$ cat src/rtl/bmsirq_pkg.sv
// bmsirq_pkg: shared types and constants of the bank mapper with scanline irq
package bmsirq_pkg;

    localparam int PRG_RAM_BYTES      = 8192;
    localparam int PRG_RAM_BITS       = $clog2(PRG_RAM_BYTES);
    localparam int DEF_PRG_ADDR_BITS  = 21;
    localparam int DEF_CHR_ADDR_BITS  = 18;
    localparam int MADDR_W            = 21;
    localparam int CFG_ADDR_W         = 4;
    localparam int CFG_DATA_W         = 32;

    localparam logic [7:0] RST_PRG_MASK   = 8'd7;
    localparam logic [7:0] RST_CHR_MASK   = 8'd127;
    localparam logic       RST_CHR_PRES   = 1'b1;
    localparam logic [1:0] RST_INIT_MIRR  = 2'd0;

    // mapper register decode, address anded with this mask
    localparam logic [15:0] WR_DECODE_MASK = 16'hE001;
    localparam logic [15:0] WR_BANK_SEL    = 16'h8000;
    localparam logic [15:0] WR_BANK_DATA   = 16'h8001;
    localparam logic [15:0] WR_MIRROR      = 16'hA000;
    localparam logic [15:0] WR_IRQ_LATCH   = 16'hC000;
    localparam logic [15:0] WR_IRQ_RELOAD  = 16'hC001;
    localparam logic [15:0] WR_IRQ_DISABLE = 16'hE000;
    localparam logic [15:0] WR_IRQ_ENABLE  = 16'hE001;

    localparam logic [1:0] MIRR_VERT  = 2'd0;
    localparam logic [1:0] MIRR_HORIZ = 2'd1;

    typedef enum logic [1:0] {
        CFG_PRG_MASK  = 2'd0,
        CFG_CHR_MASK  = 2'd1,
        CFG_CHR_PRES  = 2'd2,
        CFG_INIT_MIRR = 2'd3
    } t_cfg_reg;

    typedef enum logic [1:0] {
        REQ_CPU_RD = 2'd0,
        REQ_CPU_WR = 2'd1,
        REQ_PPU_RD = 2'd2,
        REQ_PPU_WR = 2'd3
    } t_req_type;

    typedef enum logic [2:0] {
        TGT_NONE    = 3'd0,
        TGT_PRG_RAM = 3'd1,
        TGT_PRG_ROM = 3'd2,
        TGT_CHR_ROM = 3'd3,
        TGT_NT_RAM  = 3'd4,
        TGT_REG     = 3'd5,
        TGT_ZERO    = 3'd6
    } t_target;

    typedef struct packed {
        t_req_type   req_type;
        logic [15:0] addr;
        logic [7:0]  data_in;
        logic        read_only;
    } t_req_item;

    typedef struct packed {
        t_target              target;
        logic [MADDR_W-1:0]   mapped_addr;
        logic                 write_enable;
        logic [7:0]           write_data;
        logic                 claimed;
        logic                 irq_line;
    } t_res_item;

    typedef struct packed {
        logic [7:0] prg_mask;
        logic [7:0] chr_mask;
        logic       chr_present;
        logic [1:0] init_mirror;
        logic       mirror_load;
    } t_cfg;

endpackage

$ cat src/rtl/bmsirq_cfg.sv
// bmsirq_cfg: apb configuration registers
module bmsirq_cfg (
    input  logic                               i_clk,
    input  logic                               i_rst_n,
    input  logic                               psel,
    input  logic                               penable,
    input  logic                               pwrite,
    input  logic [bmsirq_pkg::CFG_ADDR_W-1:0]  paddr,
    input  logic [bmsirq_pkg::CFG_DATA_W-1:0]  pwdata,
    output logic [bmsirq_pkg::CFG_DATA_W-1:0]  prdata,
    output logic                               pready,
    output bmsirq_pkg::t_cfg                   o_cfg
);

    logic [7:0] r_prg_mask;
    logic [7:0] r_chr_mask;
    logic       r_chr_pres;
    logic [1:0] r_init_mirr;
    logic       wr_en;
    bmsirq_pkg::t_cfg_reg reg_idx;

    assign pready  = 1'b1;
    assign wr_en   = psel && penable && pwrite;
    assign reg_idx = bmsirq_pkg::t_cfg_reg'(paddr[3:2]);

    always_ff @(posedge i_clk) begin
        if (!i_rst_n) begin
            r_prg_mask  <= bmsirq_pkg::RST_PRG_MASK;
            r_chr_mask  <= bmsirq_pkg::RST_CHR_MASK;
            r_chr_pres  <= bmsirq_pkg::RST_CHR_PRES;
            r_init_mirr <= bmsirq_pkg::RST_INIT_MIRR;
        end else if (wr_en) begin
            case (reg_idx)
                bmsirq_pkg::CFG_PRG_MASK:  r_prg_mask  <= pwdata[7:0];
                bmsirq_pkg::CFG_CHR_MASK:  r_chr_mask  <= pwdata[7:0];
                bmsirq_pkg::CFG_CHR_PRES:  r_chr_pres  <= pwdata[0];
                bmsirq_pkg::CFG_INIT_MIRR: r_init_mirr <= pwdata[1:0];
                default: ;
            endcase
        end
    end

    always_comb begin
        case (reg_idx)
            bmsirq_pkg::CFG_PRG_MASK:  prdata = {24'd0, r_prg_mask};
            bmsirq_pkg::CFG_CHR_MASK:  prdata = {24'd0, r_chr_mask};
            bmsirq_pkg::CFG_CHR_PRES:  prdata = {31'd0, r_chr_pres};
            bmsirq_pkg::CFG_INIT_MIRR: prdata = {30'd0, r_init_mirr};
            default:                   prdata = '0;
        endcase
    end

    // mirroring write also reloads the live mirror mode
    assign o_cfg.prg_mask    = r_prg_mask;
    assign o_cfg.chr_mask    = r_chr_mask;
    assign o_cfg.chr_present = r_chr_pres;
    assign o_cfg.init_mirror = pwdata[1:0];
    assign o_cfg.mirror_load = wr_en && (reg_idx == bmsirq_pkg::CFG_INIT_MIRR);

endmodule

$ cat src/rtl/bmsirq_core.sv
// bmsirq_core: mapper state, irq counter and address translation of one item
module bmsirq_core #(
    parameter int PRG_ADDR_BITS = bmsirq_pkg::DEF_PRG_ADDR_BITS,
    parameter int CHR_ADDR_BITS = bmsirq_pkg::DEF_CHR_ADDR_BITS
) (
    input  logic                  i_clk,
    input  logic                  i_rst_n,
    input  logic                  i_fire,
    input  bmsirq_pkg::t_req_item i_req,
    input  bmsirq_pkg::t_cfg      i_cfg,
    output bmsirq_pkg::t_res_item o_res
);

    localparam int MW = bmsirq_pkg::MADDR_W;
    localparam logic [MW-1:0] PRG_MASK = MW'((64'd1 << PRG_ADDR_BITS) - 64'd1);
    localparam logic [MW-1:0] CHR_MASK = MW'((64'd1 << CHR_ADDR_BITS) - 64'd1);

    logic [7:0] r_bank_sel, n_bank_sel;
    logic [7:0] r_bank_regs [8];
    logic [7:0] n_bank_regs [8];
    logic [7:0] r_irq_latch, n_irq_latch;
    logic [7:0] r_irq_cnt, n_irq_cnt;
    logic       r_reload, n_reload;
    logic       r_irq_en, n_irq_en;
    logic       r_irq_pend, n_irq_pend;
    logic       r_prev_a12, n_prev_a12;
    logic [1:0] r_mirror, n_mirror;

    logic [1:0]  prg_slot;
    logic [7:0]  prg_second;
    logic [7:0]  prg_bank;
    logic [MW-1:0] prg_addr;
    logic [2:0]  chr_slot;
    logic [2:0]  chr_idx;
    logic [7:0]  chr_bank;
    logic [MW-1:0] chr_addr;
    logic [13:0] ppu_addr;
    logic [MW-1:0] nt_addr;
    logic        we;
    logic        a12;

    // prg window: slot 1 is bank 7, slot 3 fixed last, slots 0/2 swap on mode
    always_comb begin
        prg_slot   = i_req.addr[14:13];
        prg_second = i_cfg.prg_mask - 8'd1;
        if (prg_slot == 2'd1) begin
            prg_bank = r_bank_regs[7];
        end else if (prg_slot == 2'd3) begin
            prg_bank = i_cfg.prg_mask;
        end else if ((prg_slot == 2'd0) != r_bank_sel[6]) begin
            prg_bank = r_bank_regs[6];
        end else begin
            prg_bank = prg_second;
        end
        prg_addr = {prg_bank & i_cfg.prg_mask, i_req.addr[12:0]} & PRG_MASK;
    end

    // chr window: 2 kb pairs in the low half, 1 kb banks in the high half, halves swapped by bank_sel[7]
    always_comb begin
        ppu_addr = i_req.addr[13:0];
        chr_slot = ppu_addr[12:10] ^ {r_bank_sel[7], 2'b00};
        if (!chr_slot[2]) begin
            chr_idx  = {2'b00, chr_slot[1]};
            chr_bank = {r_bank_regs[chr_idx][7:1], chr_slot[0]};
        end else begin
            chr_idx  = chr_slot - 3'd2;
            chr_bank = r_bank_regs[chr_idx];
        end
        chr_addr = {3'd0, chr_bank & i_cfg.chr_mask, ppu_addr[9:0]} & CHR_MASK;
    end

    always_comb begin
        case (r_mirror)
            bmsirq_pkg::MIRR_VERT:  nt_addr = MW'(ppu_addr[10:0]);
            bmsirq_pkg::MIRR_HORIZ: nt_addr = MW'({ppu_addr[11], ppu_addr[9:0]});
            default:                nt_addr = MW'(ppu_addr[11:0]);
        endcase
    end

    always_comb begin
        n_bank_sel  = r_bank_sel;
        n_bank_regs = r_bank_regs;
        n_irq_latch = r_irq_latch;
        n_irq_cnt   = r_irq_cnt;
        n_reload    = r_reload;
        n_irq_en    = r_irq_en;
        n_irq_pend  = r_irq_pend;
        n_prev_a12  = r_prev_a12;
        n_mirror    = r_mirror;
        a12         = ppu_addr[12];
        we          = 1'b0;
        o_res       = '0;
        o_res.target = bmsirq_pkg::TGT_NONE;

        case (i_req.req_type)
            bmsirq_pkg::REQ_CPU_RD, bmsirq_pkg::REQ_CPU_WR: begin
                if (i_req.addr[15]) begin
                    if (i_req.req_type == bmsirq_pkg::REQ_CPU_RD) begin
                        o_res.target      = bmsirq_pkg::TGT_PRG_ROM;
                        o_res.mapped_addr = prg_addr;
                        o_res.claimed     = 1'b1;
                    end else begin
                        o_res.target = bmsirq_pkg::TGT_REG;
                        case (i_req.addr & bmsirq_pkg::WR_DECODE_MASK)
                            bmsirq_pkg::WR_BANK_SEL:  n_bank_sel = i_req.data_in;
                            bmsirq_pkg::WR_BANK_DATA:
                                n_bank_regs[r_bank_sel[2:0]] = i_req.data_in;
                            bmsirq_pkg::WR_MIRROR: begin
                                if (!r_mirror[1]) begin
                                    n_mirror = {1'b0, i_req.data_in[0]};
                                end
                            end
                            bmsirq_pkg::WR_IRQ_LATCH:  n_irq_latch = i_req.data_in;
                            bmsirq_pkg::WR_IRQ_RELOAD: n_reload = 1'b1;
                            bmsirq_pkg::WR_IRQ_DISABLE: begin
                                n_irq_pend = 1'b0;
                                n_irq_en   = 1'b0;
                            end
                            bmsirq_pkg::WR_IRQ_ENABLE: n_irq_en = 1'b1;
                            default: ;
                        endcase
                    end
                end else if (i_req.addr[14] && i_req.addr[13]) begin
                    o_res.target      = bmsirq_pkg::TGT_PRG_RAM;
                    o_res.mapped_addr = MW'(i_req.addr[bmsirq_pkg::PRG_RAM_BITS-1:0]);
                    o_res.claimed     = 1'b1;
                    we = (i_req.req_type == bmsirq_pkg::REQ_CPU_WR);
                end
            end
            default: begin
                // a12 rising edge clocks the scanline counter
                if (i_req.req_type == bmsirq_pkg::REQ_PPU_WR || !i_req.read_only) begin
                    if (!r_prev_a12 && a12) begin
                        if (r_irq_cnt == 8'd0 || r_reload) begin
                            n_reload  = 1'b0;
                            n_irq_cnt = r_irq_latch;
                        end else begin
                            n_irq_cnt = r_irq_cnt - 8'd1;
                        end
                        if (n_irq_cnt == 8'd0 && r_irq_en) begin
                            n_irq_pend = 1'b1;
                        end
                    end
                    n_prev_a12 = a12;
                end
                if (ppu_addr[13]) begin
                    o_res.target      = bmsirq_pkg::TGT_NT_RAM;
                    o_res.mapped_addr = nt_addr;
                    we = (i_req.req_type == bmsirq_pkg::REQ_PPU_WR);
                end else if (i_req.req_type == bmsirq_pkg::REQ_PPU_RD) begin
                    if (i_cfg.chr_present) begin
                        o_res.target      = bmsirq_pkg::TGT_CHR_ROM;
                        o_res.mapped_addr = chr_addr;
                    end else begin
                        o_res.target = bmsirq_pkg::TGT_ZERO;
                    end
                end
            end
        endcase

        o_res.write_enable = we;
        o_res.write_data   = we ? i_req.data_in : 8'd0;
        o_res.irq_line     = n_irq_pend;
    end

    always_ff @(posedge i_clk) begin
        if (!i_rst_n) begin
            r_bank_sel  <= '0;
            r_bank_regs <= '{default: '0};
            r_irq_latch <= '0;
            r_irq_cnt   <= '0;
            r_reload    <= 1'b0;
            r_irq_en    <= 1'b0;
            r_irq_pend  <= 1'b0;
            r_prev_a12  <= 1'b0;
            r_mirror    <= bmsirq_pkg::RST_INIT_MIRR;
        end else begin
            if (i_fire) begin
                r_bank_sel  <= n_bank_sel;
                r_bank_regs <= n_bank_regs;
                r_irq_latch <= n_irq_latch;
                r_irq_cnt   <= n_irq_cnt;
                r_reload    <= n_reload;
                r_irq_en    <= n_irq_en;
                r_irq_pend  <= n_irq_pend;
                r_prev_a12  <= n_prev_a12;
            end
            if (i_cfg.mirror_load) begin
                r_mirror <= i_cfg.init_mirror;
            end else if (i_fire) begin
                r_mirror <= n_mirror;
            end
        end
    end

endmodule

$ cat src/rtl/bank_mapper_with_scanline_irq_unit.sv
// bank_mapper_with_scanline_irq_unit: top level, item pipeline around the mapper core
// an accepted item is held in the input register, then its result in the output register
// throughput: one item per cycle unless stalled; the single translation pass between
// the input and output registers sets that figure; output back-pressure stalls the pipeline
// reset: synchronous active-low, clears both valid flags, all mapper and irq state and
// loads the configuration registers with their defaults
module bank_mapper_with_scanline_irq_unit #(
    parameter int PRG_ADDR_BITS = bmsirq_pkg::DEF_PRG_ADDR_BITS,
    parameter int CHR_ADDR_BITS = bmsirq_pkg::DEF_CHR_ADDR_BITS
) (
    input  logic                               i_clk,
    input  logic                               i_rst_n,
    // request channel
    input  logic                               i_valid,
    output logic                               o_ready,
    input  bmsirq_pkg::t_req_item              i_req_item,
    // result channel
    output logic                               o_valid,
    input  logic                               i_ready,
    output bmsirq_pkg::t_res_item              o_res_item,
    // configuration port
    input  logic                               psel,
    input  logic                               penable,
    input  logic                               pwrite,
    input  logic [bmsirq_pkg::CFG_ADDR_W-1:0]  paddr,
    input  logic [bmsirq_pkg::CFG_DATA_W-1:0]  pwdata,
    output logic [bmsirq_pkg::CFG_DATA_W-1:0]  prdata,
    output logic                               pready
);

    // input stage register
    logic                  r_in_valid;
    bmsirq_pkg::t_req_item r_in_item;
    // output stage register
    logic                  r_out_valid;
    bmsirq_pkg::t_res_item r_out_item;

    bmsirq_pkg::t_cfg      cfg;
    bmsirq_pkg::t_res_item core_res;
    logic                  advance;
    logic                  accept;

    // the item in the input register moves on when the output slot is free or draining;
    // the mapper state is updated on that same edge, so items are served strictly in order
    assign advance = r_in_valid && (!r_out_valid || i_ready);
    assign o_ready = !r_in_valid || advance;
    assign accept  = i_valid && o_ready;

    bmsirq_cfg u_cfg (
        .i_clk   (i_clk),
        .i_rst_n (i_rst_n),
        .psel    (psel),
        .penable (penable),
        .pwrite  (pwrite),
        .paddr   (paddr),
        .pwdata  (pwdata),
        .prdata  (prdata),
        .pready  (pready),
        .o_cfg   (cfg)
    );

    bmsirq_core #(
        .PRG_ADDR_BITS (PRG_ADDR_BITS),
        .CHR_ADDR_BITS (CHR_ADDR_BITS)
    ) u_core (
        .i_clk   (i_clk),
        .i_rst_n (i_rst_n),
        .i_fire  (advance),
        .i_req   (r_in_item),
        .i_cfg   (cfg),
        .o_res   (core_res)
    );

    always_ff @(posedge i_clk) begin
        if (!i_rst_n) begin
            r_in_valid  <= 1'b0;
            r_out_valid <= 1'b0;
        end else begin
            if (accept) begin
                r_in_valid <= 1'b1;
            end else if (advance) begin
                r_in_valid <= 1'b0;
            end
            if (advance) begin
                r_out_valid <= 1'b1;
            end else if (i_ready) begin
                r_out_valid <= 1'b0;
            end
        end
    end

    // payload registers, no reset needed
    always_ff @(posedge i_clk) begin
        if (accept) begin
            r_in_item <= i_req_item;
        end
        if (advance) begin
            r_out_item <= core_res;
        end
    end

    assign o_valid    = r_out_valid;
    assign o_res_item = r_out_item;

endmodule
$ cat config.mk
export PLATFORM = sky130hd
export DESIGN_NAME = bank_mapper_with_scanline_irq_unit
export DESIGN_NICKNAME = d
export VERILOG_FILES = /design/src/rtl/bmsirq_pkg.sv /design/src/rtl/bmsirq_cfg.sv /design/src/rtl/bmsirq_core.sv /design/src/rtl/bank_mapper_with_scanline_irq_unit.sv
export SDC_FILE = /design/constraint.sdc
export NUM_CORES = 1
export LEC_CHECK = 0
export ABC_AREA = 1
export BUFFER_PORTS_ARGS = -buffer_cell sky130_fd_sc_hd__buf_2
export CAP_MARGIN = 20
export CORE_MARGIN = 1
export CORE_UTILIZATION = 43
export CTS_CLUSTER_SIZE = 28
export DETAILED_ROUTE_END_ITERATION = 6
export PLACE_DENSITY = 0.7
export SYNTH_ARGS = -nofsm -noshare
export SYNTH_HDL_FRONTEND = slang
export SYNTH_SLANG_ARGS = --single-unit
$ cat constraint.sdc
create_clock -name i_clk -period 2.15 [get_ports i_clk]
set_clock_uncertainty 0.1 [all_clocks]
set_input_delay 0.215 -clock i_clk [delete_from_list [all_inputs] [get_ports i_clk]]
set_output_delay 0.215 -clock i_clk [all_outputs]
set_load 0.02 [all_outputs]
==> metrics <==
synthesized area=7580 µm²; area delta synth->final=21.2%; maxcap violations=0; Main synth FF type=dfxtp_1; area of the multi-input gates=2700 µm²; total wire length=18.2 mm; port buffer count=88; Finished Cell Area=9190 µm²; first-pass GRT wire length=29.2 mm; Hold Startpoint=paddr[3]; Reg area=4060 µm²; pwr dens=779 nW/µm²; Longest Clk Path Bufs=2; Crit path arrival time=2170 ps; FP Rows=48; CP max stage delay=530 ps; commonest cells after routing, fill and taps aside=inv_1, o21ai_0, nand2_1; Ys Warns=0; HPWL after DPL=~13 mm; sequential cell area fraction in the yosys report=53.6%; FMAX=0.511 GHz; start of the worst register-to-register path=r_in_item[23]; setup tns final=0 ps; routed len/inst=14.4 µm; fin util=53.3%; Clock Latency Late Sink=~430 ps; Final setup viols=0; Die Width=135 µm; status=finished clean; crit start category=primary input; H-tree Lvls=4; crit-path cells=dlygate4sd3_1, buf_2, inv_1, nand2_1, nand2_1, nor2_4, nand4_4, nor2_4, nand2_2, o21ai_0, a21oi_1; post-layout min period=1960 ps; Placed Area=8230 µm²; period utilisation layout=91.0%; CTS buffer count=17; CP max FO=14; Leakage Power=3.83 nW; max-slew violations=0; CTS tree=done; FF+latch count, synth=between 150 and 200; ys async rst share=0%; CP Launch Point=i_ready; DR pass1 iterations=5; slew margin rel.=59.6%; fin nets=between 1000 and 1500; core area=approximately 17000 µm²; most common cell after layout, fill and taps aside=inv_1; number of fill cells=1567; required time worst endpoint=2360 ps; largest net degree at the start of global routing=89; CP Class=primary input to flip-flop; Avg Inst Size Synth=approximately 8.5 µm²; io pins=140; Clock transition at path regs=60 ps; Crit. End Element=flip-flop; vias in the first global route=5822; clk sink count=between 150 and 200; layout cells sized above 1=16.1%; 1st-iter DRT viols=550; die span in y=135 µm; Routability Congestion=0.855; DRT antenna net count=0; Via density=about 5.0; RSZ-0062 raised after global routing=no; Slew @ Worst Pin=~600 ps; initial antenna violation count=0; HP Class=primary input to flip-flop; drc violations=0; gr ovfl total=0; post-CTS setup buffers=0; die area=18200 µm²; Syn Inst Count=889; Post-synth EDFFs=62; Worst VDD drop=a little under 0.6 mV; gr usage total=20.9%; critical path's slowest cell=dlygate4sd3_1; Vias=6336; Ant. Diodes=0; Hold Vio Cnt, Final=0; Root Buffer Master=clkbuf_16; count of cell types in the netlist=44; Initial Util=about 44%
[worst paths after layout]
kind / slack [ps] / to / cells past startpoint
setup / recovery: 190 / u_core.r_bank_regs[55] / 11
hold / removal: 60 / u_cfg.r_chr_pres / 3
setup reg to reg: 240 / o_res_item[30] / 6
hold reg to reg: 340 / u_core.r_bank_regs[30] / 2
[cell usage after synthesis (all sizes together) (4+ instances only)]
| library cell | instances | area (µm²) |
|---|---|---|
| inv | 136 | 510 |
| o21ai | 127 | 643 |
| nand2 | 121 | 472 |
| a21oi | 110 | 554 |
| dfxtp | 110 | 2200 |
| nor2 | 71 | 297 |
| edfxtp | 62 | 1860 |
| buf | 37 | 298 |
| nand3 | 33 | 188 |
| clkbuf | 23 | 86.3 |
| o211ai | 14 | 105 |
| o2111ai | 9 | 78.8 |
| nand4 | 4 | 40.0 |
[registers in the layout, indices dropped and copies added, names as in the netlist]
register and flops:
o_res_item 35, o_valid 1, r_in_item 27, r_in_valid 1
u_cfg.r_chr_mask 8, u_cfg.r_chr_pres 1, u_cfg.r_init_mirr 2, u_cfg.r_prg_mask 8
u_core.r_bank_regs 62, u_core.r_bank_sel 5, u_core.r_irq_cnt 8, u_core.r_irq_en 1
u_core.r_irq_latch 8, u_core.r_irq_pend 1, u_core.r_mirror 2, u_core.r_prev_a12 1
u_core.r_reload 1
[logic make-up after synthesis]
group,Yosys count,synth area share (%)
other cells,2,0.0991
fa+ha+maj,3,0.495
flops,172,53.6
xor+xnor,5,0.677
compound gates,272,19.5
simple gates,236,13.7
buf+inv,199,12.0
[where the power goes]
group / switching, mW / internal [mW]
Sequential: 0.0693 / 3.47
Combinational: 0.436 / 0.239
Clock: 1.28 / 1.67
[repair_timing]
| action | CTS | global route |
|---|---|---|
| gates resized for setup | 0 | 2 |
| setup endpoints to repair | 0 | 4 |
| hold endpoints to repair | 45 | 0 |
| hold buffers | 38 | 0 |
[final cells by class]
class	count	share of cell area, %
multi-input cells	541	29.4
well taps	225	3.06
clock inverters	11	1.20
clock buffers	21	5.01
inverters	139	5.69
repair buffers	154	11.4
flip-flops and latches	172	44.2
[routing by layer]
layer	GRT usage (%)	vias up	share of wire, %	wire (µm)
met1	28.1	2921	46	8370
met5	0	-	0	0
li1	-	3190	-	-
met4	6.30	0	1.3	233
met2	33.5	206	47	8610
met3	4.54	19	5.4	978
[critical path, delay by kind of cell]
family          cells  cell delay (ps)
simple gates        6             1010
compound gates      2              280
buf+inv             3              670
[per-stage QoR]
stage | total power [mW] | cells | hold slack (ps) | setup WS (ps)
after detailed placement | 4.22 | 1193 | 293 | 225
final | 7.15 | 1263 | 63.2 | 194
after floorplan | 4.02 | 912 | 214 | 110
after CTS | 7.20 | 1263 | 49.2 | 175
after global placement | 4.21 | 1193 | 291 | 242
after global routing | 7.43 | 1263 | 65.0 | 54.7
No activity file was read; power rests on OpenSTA's default activity.
